[src/hdl/tmps_pkg.sv]
package tmps_pkg;

    localparam int PULSE_BITS = 16;
    localparam int POWER_BITS = 7;

    localparam logic [POWER_BITS-1:0] POWER_MAX      = 7'd100;
    localparam logic [POWER_BITS-1:0] SYNC_MIN_POWER = 7'd5;
    localparam logic [PULSE_BITS-1:0] PULSE_FULL     = {PULSE_BITS{1'b1}};
    localparam logic [7:0]            CAL_PERIOD_RESET = 8'd10;
    localparam logic [15:0]           AUTO_STOP_RESET  = 16'd100;

    typedef enum logic [1:0] {
        OP_COMMAND     = 2'd0,
        OP_LEFT_PULSE  = 2'd1,
        OP_RIGHT_PULSE = 2'd2,
        OP_TICK        = 2'd3
    } t_op;

    typedef enum logic {
        CFG_CAL_PERIOD = 1'b0,
        CFG_AUTO_STOP  = 1'b1
    } t_cfg_index;

    typedef struct packed {
        t_op               op;
        logic signed [7:0] left_command;
        logic signed [7:0] right_command;
        logic              lights_request;
    } t_in_item;

    typedef struct packed {
        logic [POWER_BITS-1:0] left_power;
        logic [POWER_BITS-1:0] right_power;
        logic                  left_backward;
        logic                  right_backward;
        logic                  lights;
        logic                  drive_changed;
    } t_out_item;

endpackage

[src/hdl/two_motor_power_sync.sv]
// Two-wheel drive controller with encoder-based power balancing.
// Input channel (i_in_valid / o_in_stall, i_in_item): one item per event:
// a drive command, a left or right encoder pulse, or a timer tick.
// Output channel (o_out_valid / i_out_stall, o_out_item): exactly one item
// per input item, in order, showing the drive state after that event.
// Config channel (i_cfg_valid / o_cfg_ready, i_cfg_index, i_cfg_data):
// index 0 is the calibration period (low 8 bits of data), index 1 the
// auto-stop tick count; write only while no item is in flight.
// An accepted item passes through the input register, then through the state
// update into the result register.
// Throughput: one item per cycle unless the receiver stalls; the whole
// state update is one logic pass from input register to result register.
// Reset (synchronous, active low) empties both registers, stops both
// motors, clears the pulse and tick counts and loads the register
// defaults (period 10, auto stop 100, the latter also as stop count).
// When the receiver stalls, the result register holds; the input register
// fills and then o_in_stall rises in the same cycle, so no item is lost.
module two_motor_power_sync
    import tmps_pkg::*;
(
    input  logic       i_clk,
    input  logic       i_rst_n,
    input  logic       i_in_valid,
    output logic       o_in_stall,
    input  t_in_item   i_in_item,
    output logic       o_out_valid,
    input  logic       i_out_stall,
    output t_out_item  o_out_item,
    input  logic       i_cfg_valid,
    output logic       o_cfg_ready,
    input  t_cfg_index i_cfg_index,
    input  logic [15:0] i_cfg_data
);

    logic                  r_in_valid;
    t_in_item              r_in_item;
    logic                  r_out_valid;
    t_out_item             r_out_item;

    logic [7:0]            r_cal_period;
    logic [15:0]           r_auto_stop;

    logic                  r_left_dir,     n_left_dir;
    logic                  r_right_dir,    n_right_dir;
    logic [POWER_BITS-1:0] r_left_target,  n_left_target;
    logic [POWER_BITS-1:0] r_right_target, n_right_target;
    logic [POWER_BITS-1:0] r_left_actual,  n_left_actual;
    logic [POWER_BITS-1:0] r_right_actual, n_right_actual;
    logic [PULSE_BITS-1:0] r_left_pulses,  n_left_pulses;
    logic [PULSE_BITS-1:0] r_right_pulses, n_right_pulses;
    logic [7:0]            r_tick_count,   n_tick_count;
    logic [15:0]           r_stop_count,   n_stop_count;
    logic                  r_lights,       n_lights;
    logic                  n_changed;

    logic                  adv_out;
    logic                  take_in;

    logic [7:0]            left_neg;
    logic [7:0]            right_neg;
    logic [7:0]            left_mag;
    logic [7:0]            right_mag;

    logic [PULSE_BITS:0]   pulse_sum;
    logic [PULSE_BITS-1:0] pulse_diff;
    logic [PULSE_BITS+5:0] diff_x50;
    logic [PULSE_BITS+2:0] diff_x5;
    logic [PULSE_BITS+1:0] diff_x2;
    logic                  left_slow;
    logic                  left_fast;
    logic [POWER_BITS-1:0] step;
    logic signed [7:0]     err_left;
    logic signed [7:0]     err_right;
    logic                  err_same;
    logic [POWER_BITS-1:0] left_room;
    logic [POWER_BITS-1:0] right_room;
    logic                  sync_en;
    logic [POWER_BITS-1:0] sync_left;
    logic [POWER_BITS-1:0] sync_right;
    logic                  sync_changed;
    logic [POWER_BITS-1:0] upd_left;
    logic [POWER_BITS-1:0] upd_right;
    logic                  upd_changed;

    assign adv_out     = !r_out_valid || !i_out_stall;
    assign take_in     = !r_in_valid || adv_out;
    assign o_in_stall  = !take_in;
    assign o_out_valid = r_out_valid;
    assign o_out_item  = r_out_item;
    assign o_cfg_ready = 1'b1;

    // Correction pass and ramp, from the current state
    always_comb begin
        pulse_sum  = {1'b0, r_left_pulses} + {1'b0, r_right_pulses};
        pulse_diff = (r_left_pulses >= r_right_pulses) ? r_left_pulses - r_right_pulses
                                                       : r_right_pulses - r_left_pulses;
        diff_x50   = (PULSE_BITS+6)'(pulse_diff) * (PULSE_BITS+6)'(50);
        diff_x5    = (PULSE_BITS+3)'(pulse_diff) * (PULSE_BITS+3)'(5);
        diff_x2    = {1'b0, pulse_diff, 1'b0};
        left_slow  = (r_left_pulses < r_right_pulses)
                     && (diff_x50 > (PULSE_BITS+6)'(pulse_sum));
        left_fast  = (r_left_pulses > r_right_pulses)
                     && (diff_x50 > (PULSE_BITS+6)'(pulse_sum));
        if (diff_x2 > (PULSE_BITS+2)'(pulse_sum)) begin
            step = 7'd3;
        end else if (diff_x5 > (PULSE_BITS+3)'(pulse_sum)) begin
            step = 7'd2;
        end else begin
            step = 7'd1;
        end
        err_left   = 8'(r_left_actual) - 8'(r_left_target);
        err_right  = 8'(r_right_actual) - 8'(r_right_target);
        err_same   = (err_left[7] == err_right[7]);
        left_room  = POWER_MAX - r_left_actual;
        right_room = POWER_MAX - r_right_actual;
        sync_en    = (r_left_target == r_right_target) && (r_left_target > SYNC_MIN_POWER)
                     && (pulse_sum != '0);

        sync_left    = r_left_actual;
        sync_right   = r_right_actual;
        sync_changed = 1'b0;
        if (sync_en && left_slow) begin
            sync_changed = 1'b1;
            if (r_left_actual < POWER_MAX
                && ((!err_same && err_left <= err_right)
                    || (err_same && err_left >= err_right))) begin
                sync_left = r_left_actual + ((step < left_room) ? step : left_room);
            end else begin
                sync_right = r_right_actual - ((step < r_right_actual) ? step : r_right_actual);
            end
        end else if (sync_en && left_fast) begin
            sync_changed = 1'b1;
            if (r_right_actual == POWER_MAX
                || (err_same && err_left <= err_right)
                || (!err_same && err_left >= err_right)) begin
                sync_left = r_left_actual - ((step < r_left_actual) ? step : r_left_actual);
            end else begin
                sync_right = r_right_actual + ((step < right_room) ? step : right_room);
            end
        end

        upd_left    = sync_left;
        upd_right   = sync_right;
        upd_changed = sync_changed;
        if (sync_left < r_left_target && sync_right < r_right_target) begin
            upd_left    = sync_left + 1'b1;
            upd_right   = sync_right + 1'b1;
            upd_changed = 1'b1;
        end else if ({1'b0, sync_left} > {1'b0, r_left_target} + 8'd1
                     && {1'b0, sync_right} > {1'b0, r_right_target} + 8'd1) begin
            upd_left    = sync_left - 1'b1;
            upd_right   = sync_right - 1'b1;
            upd_changed = 1'b1;
        end
    end

    // Next state for the item in the input register
    always_comb begin
        n_left_dir     = r_left_dir;
        n_right_dir    = r_right_dir;
        n_left_target  = r_left_target;
        n_right_target = r_right_target;
        n_left_actual  = r_left_actual;
        n_right_actual = r_right_actual;
        n_left_pulses  = r_left_pulses;
        n_right_pulses = r_right_pulses;
        n_tick_count   = r_tick_count;
        n_stop_count   = r_stop_count;
        n_lights       = r_lights;
        n_changed      = 1'b0;

        left_neg  = 8'd0 - r_in_item.left_command;
        right_neg = 8'd0 - r_in_item.right_command;
        left_mag  = r_in_item.left_command[7] ? left_neg : r_in_item.left_command;
        right_mag = r_in_item.right_command[7] ? right_neg : r_in_item.right_command;

        unique case (r_in_item.op)
            OP_COMMAND: begin
                n_left_dir     = r_in_item.left_command[7];
                n_right_dir    = r_in_item.right_command[7];
                n_left_target  = (left_mag > 8'(POWER_MAX)) ? POWER_MAX : left_mag[6:0];
                n_right_target = (right_mag > 8'(POWER_MAX)) ? POWER_MAX : right_mag[6:0];
                n_left_actual  = n_left_target;
                n_right_actual = n_right_target;
                n_left_pulses  = '0;
                n_right_pulses = '0;
                n_stop_count   = r_auto_stop;
                n_lights       = r_in_item.lights_request;
                n_changed      = 1'b1;
            end
            OP_LEFT_PULSE: begin
                if (r_left_pulses != PULSE_FULL) begin
                    n_left_pulses = r_left_pulses + 1'b1;
                end
            end
            OP_RIGHT_PULSE: begin
                if (r_right_pulses != PULSE_FULL) begin
                    n_right_pulses = r_right_pulses + 1'b1;
                end
            end
            OP_TICK: begin
                if (r_stop_count == '0 && (r_left_target != '0 || r_right_target != '0)) begin
                    n_left_target  = '0;
                    n_right_target = '0;
                    n_left_actual  = '0;
                    n_right_actual = '0;
                    n_left_pulses  = '0;
                    n_right_pulses = '0;
                    n_stop_count   = r_auto_stop;
                    n_changed      = 1'b1;
                end else begin
                    if (r_stop_count != '0) begin
                        n_stop_count = r_stop_count - 1'b1;
                    end
                    if (r_tick_count >= r_cal_period) begin
                        n_left_actual  = upd_left;
                        n_right_actual = upd_right;
                        n_changed      = upd_changed;
                    end
                end
                if (r_tick_count >= r_cal_period) begin
                    n_tick_count = 8'd1;
                end else begin
                    n_tick_count = r_tick_count + 1'b1;
                end
            end
            default: begin
            end
        endcase
    end

    always_ff @(posedge i_clk) begin
        if (!i_rst_n) begin
            r_in_valid     <= 1'b0;
            r_out_valid    <= 1'b0;
            r_cal_period   <= CAL_PERIOD_RESET;
            r_auto_stop    <= AUTO_STOP_RESET;
            r_left_dir     <= 1'b0;
            r_right_dir    <= 1'b0;
            r_left_target  <= '0;
            r_right_target <= '0;
            r_left_actual  <= '0;
            r_right_actual <= '0;
            r_left_pulses  <= '0;
            r_right_pulses <= '0;
            r_tick_count   <= '0;
            r_stop_count   <= AUTO_STOP_RESET;
            r_lights       <= 1'b0;
        end else begin
            if (i_cfg_valid && o_cfg_ready) begin
                unique case (i_cfg_index)
                    CFG_CAL_PERIOD: r_cal_period <= i_cfg_data[7:0];
                    CFG_AUTO_STOP:  r_auto_stop  <= i_cfg_data;
                    default: begin
                    end
                endcase
            end
            if (take_in) begin
                r_in_valid <= i_in_valid;
            end
            if (adv_out) begin
                r_out_valid <= r_in_valid;
                if (r_in_valid) begin
                    r_left_dir     <= n_left_dir;
                    r_right_dir    <= n_right_dir;
                    r_left_target  <= n_left_target;
                    r_right_target <= n_right_target;
                    r_left_actual  <= n_left_actual;
                    r_right_actual <= n_right_actual;
                    r_left_pulses  <= n_left_pulses;
                    r_right_pulses <= n_right_pulses;
                    r_tick_count   <= n_tick_count;
                    r_stop_count   <= n_stop_count;
                    r_lights       <= n_lights;
                end
            end
        end
    end

    always_ff @(posedge i_clk) begin
        if (take_in && i_in_valid) begin
            r_in_item <= i_in_item;
        end
        if (adv_out && r_in_valid) begin
            r_out_item.left_power     <= n_left_actual;
            r_out_item.right_power    <= n_right_actual;
            r_out_item.left_backward  <= n_left_dir;
            r_out_item.right_backward <= n_right_dir;
            r_out_item.lights         <= n_lights;
            r_out_item.drive_changed  <= n_changed;
        end
    end

endmodule

[config.mk]
export PLATFORM = sky130hd
export DESIGN_NAME = two_motor_power_sync
export DESIGN_NICKNAME = d
export VERILOG_FILES = /design/src/hdl/tmps_pkg.sv /design/src/hdl/two_motor_power_sync.sv
export SDC_FILE = /design/constraint.sdc
export NUM_CORES = 1
export LEC_CHECK = 0
export BUFFER_PORTS_ARGS = -buffer_cell sky130_fd_sc_hd__buf_2
export CAP_MARGIN = 40
export CORE_MARGIN = 10
export CORE_UTILIZATION = 45
export DETAILED_ROUTE_END_ITERATION = 6
export PLACE_DENSITY = 0.6
export SLEW_MARGIN = 20
export SYNTH_ARGS = -nofsm -noshare
export SYNTH_HDL_FRONTEND = slang
export SYNTH_SLANG_ARGS = --single-unit
[constraint.sdc]
create_clock -name i_clk -period 27.1 [get_ports i_clk]
set_input_delay 1.355 -clock i_clk [delete_from_list [all_inputs] [get_ports i_clk]]
set_output_delay 1.355 -clock i_clk [all_outputs]
set_load 0.005 [all_outputs]
==> summary.md, run 1 <==
| Metric | Value |
|---|---|
| Dpl cell area | `~17000 um2` |
| Final wirelength | `47800 um` |
| Max-slew violation count | `0` |
| Finished Layout Cells | `2600` |
| # Post-CTS Setup Buffers | `0` |
| Vias in the first global route | `14693` |
| Area share of the largest cell type after synthesis | `20.2%` |
| Slowest cell on the critical path | `or3_1` |
| Antenna viol nets, final | `0` |
| Pre-CTS WS | `13.00 ns` |
| Initial Utilization | `around 45%` |
| CTS Hold Bufs | `0` |
| Power density over the cells | `~46 nW/um2` |
| Layout area overhead | `8.33%` |
| Worst Path Required | `between 20 and 30 ns` |
| Max Cap Violations | `0` |
| Gr ovfl total | `0` |
| Setup Skew | `0.00999 ns` |
| Top cell by count, worst path | `ha_1` |
| Pre-antenna DRT Iters | `7` |
| Root buf cell | `clkbuf_16` |
| Total die area | `44900 um2` |
| Number of buffers created by CTS | `17` |
| Met1 Resource Use GR | `29.2%` |
| Clock buffer depth | `2` |
| Clock latency on the worst-skew pair | `0.42 ns` |
| Post-synth EDFFs | `37` |
| Drt drc | `0` |
| Mapped Cells | `2089` |
| Port Buffers | `60` |
| Cell Area, Synth | `16600 um2` |
| FF+latch count, synth | `150` |
| # setup viols final | `0` |
| Tmin final | `14.26 ns` |
| CP max stage delay | `between 0.6 and 0.7 ns` |
| Slew at the pin with the worst max-slew slack | `between 0.8 and 0.9 ns` |
| Via count | `between 15000 and 20000` |
| Predominant post-synthesis flop cell | `dfxtp_1` |
| Setup TNS | `0 ns` |
| Slew headroom | `45.1%` |
| Fin nets | `2449` |
| Core Util, Final | `49.2%` |
| Avg Vias per Cell | `roughly 5.8` |
| Register area share after synthesis | `between 20% and 30%` |
| Internal power | `~0.53 mW` |
| Gr usage total | `21.1%` |
| Delay-heaviest family, CP | `compound AO/OA/AOI/OAI gates` |
| Hpwl dp | `38300 um` |
| Placed insts | `2567` |
| CP Class | `reg2reg` |
| Crit path DAT | `14.44 ns` |
| DRT iter0 DRCs | `1023` |
| CTS tree | `yes` |
| Static Leakage | `slightly below 8 nW` |
| Busiest grt layer | `met2` |
| Sequential share of power | `29.8%` |
| First-pass GRT wire length | `77000 um` |
| Period utilization | `between 50 and 60%` |
| Post-route cell area | `between 15000 and 20000 um2` |
| Distinct cells, synth | `99` |
| Row cnt | `70` |
| PostCTS Resize Cnt | `0` |
| Reg clk slew, reported paths | `0.07 ns` |
| Hold Worst Slack | `0.454 ns` |
| Min setup slack post-route | `12.84 ns` |
| Die height | `212 um` |
| Synth top area cells | `ha_1, dfxtp_1, edfxtp_1` |
| Setup crit end kind | `register` |
| Avg Cell Area, Syn | `7.93 um2` |
| H-tree depth | `4` |
| Sw power | `roughly 0.30 mW` |
| Area leader, netlist | `ha_1` |
| FMAX | `between 70 and 80 MHz` |
| Overall power | `0.831 mW` |
| Combinational Power Share | `40.1%` |
| Ant. Diodes | `0` |
| M2 GR Usage | `33.3%` |
| Critical Path Start Type | `register` |
| Synth async-reset ratio | `0%` |
| Placer congestion estimate | `between 0.9 and 1` |
| Switch share | `~36%` |
| Yosys warns | `0` |
| Wire length per cell | `18.4 um` |
| Top Ports | `62` |
| Grt met3 use | `3.11%` |
| RSZ-0062 raised after global routing | `false` |
| Status | `finished clean` |
| Hold Path Class | `reg2reg` |
| Die Wd | `212 um` |
| Worst-path fanout max | `19` |
| Clock power share | `30.1%` |
| Final Hold Fails | `0` |
| Share of cells above drive strength 1 | `7.41%` |
| Crit path buffers/inverters | `4` |
| Maximum VDD drop | `0.0473 mV` |
| Largest net degree at the start of global routing | `51` |
| Clock sink count | `150` |
| Antenna violations before repair | `0` |
| Core Footprint | `36400 um2` |
synth_stat cells, drive strengths merged (10+ instances only):
cell	number
nor3	48
ha	268
xor2	29
nand2b	30
edfxtp	37
a21o	43
clkbuf	57
dfxtp	113
o21bai	17
a31oi	27
o21ai	108
a22oi	22
nor4	20
and3	10
or3	18
a21oi	159
nand2	158
buf	16
nand3	65
mux2i	20
fa	21
nand4	30
inv	200
o211ai	14
nor2	199
xnor2	99
o21a	21
and2	18
a211oi	18
nor2b	31
cell usage in the layout, fill, tap and decap left out, drive strengths merged, types with 65 or more instances in the layout:
| master | netlist | layout |
|---|---|---|
| ha | 268 | 268 |
| inv | 200 | 202 |
| nor2 | 199 | 199 |
| a21oi | 159 | 159 |
| nand2 | 158 | 158 |
| dfxtp | 113 | 113 |
| o21ai | 108 | 108 |
| xnor2 | 99 | 99 |
| buf | 16 | 79 |
| nand3 | 65 | 65 |
kinds of logic (layout without fill, tap and decap cells):
logic type / count (synthesis) / count (layout) / synth area share, %
flops: 150 / 150 / 20.4
compound gates: 550 / 550 / 22.1
fa+ha+maj: 289 / 289 / 22.8
mux: 27 / 27 / 1.68
xor+xnor: 128 / 128 / 6.81
other cells: 2 / 6 / 0.0453
buf+inv: 274 / 313 / 6.47
simple gates: 669 / 669 / 19.8
flip-flops by register name, indices dropped and copies added (netlist names), 7 cells and up:
register / count
r_cal_period: 8
r_right_target: 7
r_left_target: 7
o_out_item: 18
r_stop_count: 16
r_in_item: 19
r_right_pulses: 16
r_auto_stop: 16
r_left_pulses: 16
r_tick_count: 8
r_right_actual: 7
r_left_actual: 7
power by group through the flow:
stage / Clock (mW) / Combinational, mW / Sequential (mW)
floorplan: 0 / 0.246 / 0.248
global placement: 0 / 0.321 / 0.252
detailed placement: 0 / 0.327 / 0.252
CTS: 0.254 / 0.329 / 0.247
global route: 0.263 / 0.375 / 0.248
finish: 0.250 / 0.333 / 0.247
worst min-delay path: cells and delay by family, from the launching register on:
family | cells | cell delay [ns]
AOI/OAI and AO/OA | 1 | 0.05
DFF | 1 | 0.31
and+or+nand+nor | 1 | 0.05
area by class of cell:
cell class / instances / area, um2
clock buffer: 21 / 440
fill: 3614 / 18500
sequential: 150 / 3370
inverter: 201 / 754
multi-input combinational: 1669 / 12200
clock inverter: 11 / 174
timing repair buffer: 80 / 454
tap: 468 / 586
path summary, 6_finish.rpt:
kind	from	endpoint	slack (ns)	cells past startpoint
max	r_left_pulses[3]	o_out_item[10]	12.84	56
min	r_auto_stop[13]	r_auto_stop[13]	0.45	2
max reg2reg	r_left_pulses[3]	o_out_item[10]	12.84	56
min reg2reg	r_auto_stop[13]	r_auto_stop[13]	0.45	2
metal layers:
layer  routed length [um]  up-vias  share of wire (%)
met1                23000     7028                 48
met3                 2820       62                5.9
li1                     -     7532                  -
met4                 1070        0                2.2
met5                    0        -                  0
met2                20900      430                 44
Power figures use the tool's default switching activity.
==> run 2, diff against run 1 <==
--- a/config.mk
+++ b/config.mk
@@ -5,12 +5,13 @@
 export SDC_FILE = /design/constraint.sdc
 export NUM_CORES = 1
 export LEC_CHECK = 0
+export ABC_AREA = 1
 export BUFFER_PORTS_ARGS = -buffer_cell sky130_fd_sc_hd__buf_2
 export CAP_MARGIN = 40
 export CORE_MARGIN = 10
 export CORE_UTILIZATION = 45
 export DETAILED_ROUTE_END_ITERATION = 6
-export PLACE_DENSITY = 0.6
+export PLACE_DENSITY = 0.62
 export SLEW_MARGIN = 20
 export SYNTH_ARGS = -nofsm -noshare
 export SYNTH_HDL_FRONTEND = slang
==> constraint.sdc (replaced) <==
create_clock -name i_clk -period 12.4 [get_ports i_clk]
set_input_delay 0.62 -clock i_clk [delete_from_list [all_inputs] [get_ports i_clk]]
set_output_delay 0.62 -clock i_clk [all_outputs]
set_load 0.005 [all_outputs]
==> summary.md, run 2 <==
| Metric | Value |
|---|---|
| Register area share after synthesis | `19.8%` |
| Pre-antenna DRT Iters | `5` |
| Leading cell type in the layout, fill and taps excluded | `nand2_1` |
| CTS tree | `yes` |
| Critical Path Start Type | `register` |
| Port Buffers | `60` |
| Synth top area cells | `ha_1, dfxtp_1, nand2_1` |
| Share of cells above drive strength 1 | `10.1%` |
| M1 WL | `23200 um` |
| Post-synth EDFFs | `37` |
| Largest net degree at the start of global routing | `49` |
| Slew headroom | `between 40% and 50%` |
| Die height | `215 um` |
| Yosys warns | `0` |
| Cell Area, Synth | `between 15000 and 20000 um2` |
| Via count | `16016` |
| DR top layer | `met4` |
| Register with the most flip-flops | `r_in_item` |
| Area leader, netlist | `ha_1` |
| Synth async-reset ratio | `0%` |
| Worst Path Required | `between 10 and 15 ns` |
| Gr usage total | `20.7%` |
| Distinct cells, synth | `75` |
| Core Footprint | `37600 um2` |
| Post-synthesis mux area share | `less than 1%` |
| Tmin final | `11.34 ns` |
| Post-Synth Adder-Cell Area | `22.1%` |
| FF+latch count, synth | `150` |
| Core Util, Final | `49.0%` |
| Top cell by count, worst path | `nand2_1` |
| Fin nets | `2806` |
| CP max stage delay | `0.56 ns` |
| Reg clk slew, reported paths | `~0.080 ns` |
| Min setup slack post-route | `1.06 ns` |
| Antenna viol nets, final | `0` |
| Met2 WL | `22200 um` |
| Antenna violations before repair | `1` |
| Maximum VDD drop | `0.101 mV` |
| Avg Cell Area, Syn | `6.98 um2` |
| Wire length per cell | `16.3 um` |
| Ant. Diodes | `0` |
| Setup Skew | `0.0147 ns` |
| Crit path DAT | `11.54 ns` |
| Placer congestion estimate | `0.942` |
| Clock sink count | `150` |
| Die Wd | `215 um` |
| Largest family of logic cells by synthesized area | `simple AND/OR/NAND/NOR gates` |
| Root buf cell | `clkbuf_16` |
| Max-slew violation count | `0` |
| CP Class | `reg2reg` |
| Static Leakage | `between 9 and 10 nW` |
| Power density over the cells | `126 nW/um2` |
| Max Cap Violations | `0` |
| Top Ports | `62` |
| Dpl cell area | `approximately 18000 um2` |
| Setup crit end kind | `register` |
| Hold Path Class | `in2reg` |
| Number of buffers created by CTS | `17` |
| Largest register FFs | `19` |
| Vias in the first global route | `15363` |
| Hpwl dp | `39100 um` |
| Clock latency on the worst-skew pair | `0.46 ns` |
| Most common cell in the netlist | `nand2_1` |
| Drt drc | `0` |
| Post-synthesis simple-gate area fraction | `25.3%` |
| Met3 wire len | `2630 um` |
| Layout area overhead | `7.88%` |
| Initial Utilization | `45.4%` |
| DRT iter0 DRCs | `1095` |
| # setup viols final | `0` |
| Mapped Cells | `~2400` |
| Final Hold Fails | `0` |
| Row cnt | `71` |
| Commonest non-fill, non-tap cells in the layout | `nand2_1, inv_1, ha_1` |
| Predominant post-synthesis flop cell | `dfxtp_1` |
| Post-route cell area | `18400 um2` |
| H-tree depth | `4` |
| Post-synthesis compound-gate area fraction | `16.8%` |
| FMAX | `88.2 MHz` |
| Worst-path fanout max | `24` |
| Area share of the largest cell type after synthesis | `19.6%` |
| Commonest cells in the netlist | `nand2_1, inv_1, ha_1, a21oi_1, o21ai_0` |
| Pre-CTS WS | `0.914 ns` |
| Avg Vias per Cell | `5.34` |
| Period utilization | `91.4%` |
| Post-synthesis xor/xnor area fraction | `5.48%` |
| Total die area | `~46000 um2` |
| Slowest cell on the critical path | `ha_1` |
| Clock buffer depth | `2` |
| Status | `finished clean` |
| Final wirelength | `48900 um` |
| Gr ovfl total | `0` |
| Slew at the pin with the worst max-slew slack | `0.779 ns` |
| First-pass GRT wire length | `a little under 80000 um` |
## run 2: metrics by stage
| step | setup TNS (ns) | instances | power [mW] | hold WS, ns |
|---|---|---|---|---|
| 5_1_grt | -0.00813 | 3000 | 2.53 | 0.319 |
| 2_1_floorplan | 0 | 2450 | 1.49 | 0.424 |
| 6_report | 0 | 3000 | 2.32 | 0.333 |
| 3_5_place_dp | 0 | 2965 | 1.78 | 0.448 |
| 4_1_cts | 0 | 2997 | 2.32 | 0.321 |
| 3_3_place_gp | 0 | 2964 | 1.76 | 0.435 |
## run 2: metal layers
layer | GRT usage [%] | vias up
li1 | - | 8169
met1 | 27.7 | 7417
met2 | 34.0 | 380
met3 | 3.23 | 50
met4 | 5.34 | 0
met5 | 0 | -
## run 2: cells by family (layout without fill, tap and decap cells)
logic type      after synthesis  after routing
simple gates                955            955
compound gates              503            503
buf+inv                     439            478
fa+ha+maj                   289            289
flops                       150            150
xor+xnor                    106            106
other cells                   2              6
mux                           2              2
## run 2: repair_timing
| action | in CTS | in global routing |
|---|---|---|
| endpoints found under the setup margin | 0 | 29 |
| setup buffers | 0 | 2 |
| resized for setup | 0 | 17 |
| hold buffers | 0 | 0 |
## run 2: worst paths after layout
check / cells after the start / end / from / slack, ns
worst max-delay path: 65 / o_out_item[16] / r_left_pulses[2] / 1.06
worst min register to register: 2 / r_auto_stop[9] / r_auto_stop[9] / 0.45
worst max register to register: 65 / o_out_item[16] / r_left_pulses[2] / 1.06
worst min-delay path: 1 / r_in_item[9] / i_in_item[9] / 0.33
## run 2: power by group
group / leakage (nW) / switching, mW / internal, mW
Combinational: 7.59 / 0.788 / 0.454
Sequential: 1.28 / 0.0267 / 0.525
Clock: 0.282 / 0.260 / 0.269
## run 2: cell type report
class / instances / area (um2)
Fill cell: 3802 / 19200
Multi-Input combinational cell: 1861 / 12000
Sequential cell: 150 / 3370
Inverter: 372 / 1410
Tap cell: 511 / 639
Clock buffer: 17 / 425
Timing Repair Buffer: 74 / 413
Clock inverter: 15 / 156
## run 2: worst max-delay path: cells and delay by family, from the launching register on
kind	cells	cell delay (ns)
xor gates and xnor gates	2	0.60
adders and majority gates	8	2.71
DFF	1	0.41
buffers and inverters	11	1.33
and+or+nand+nor	27	3.30
AOI/OAI and AO/OA	17	2.69
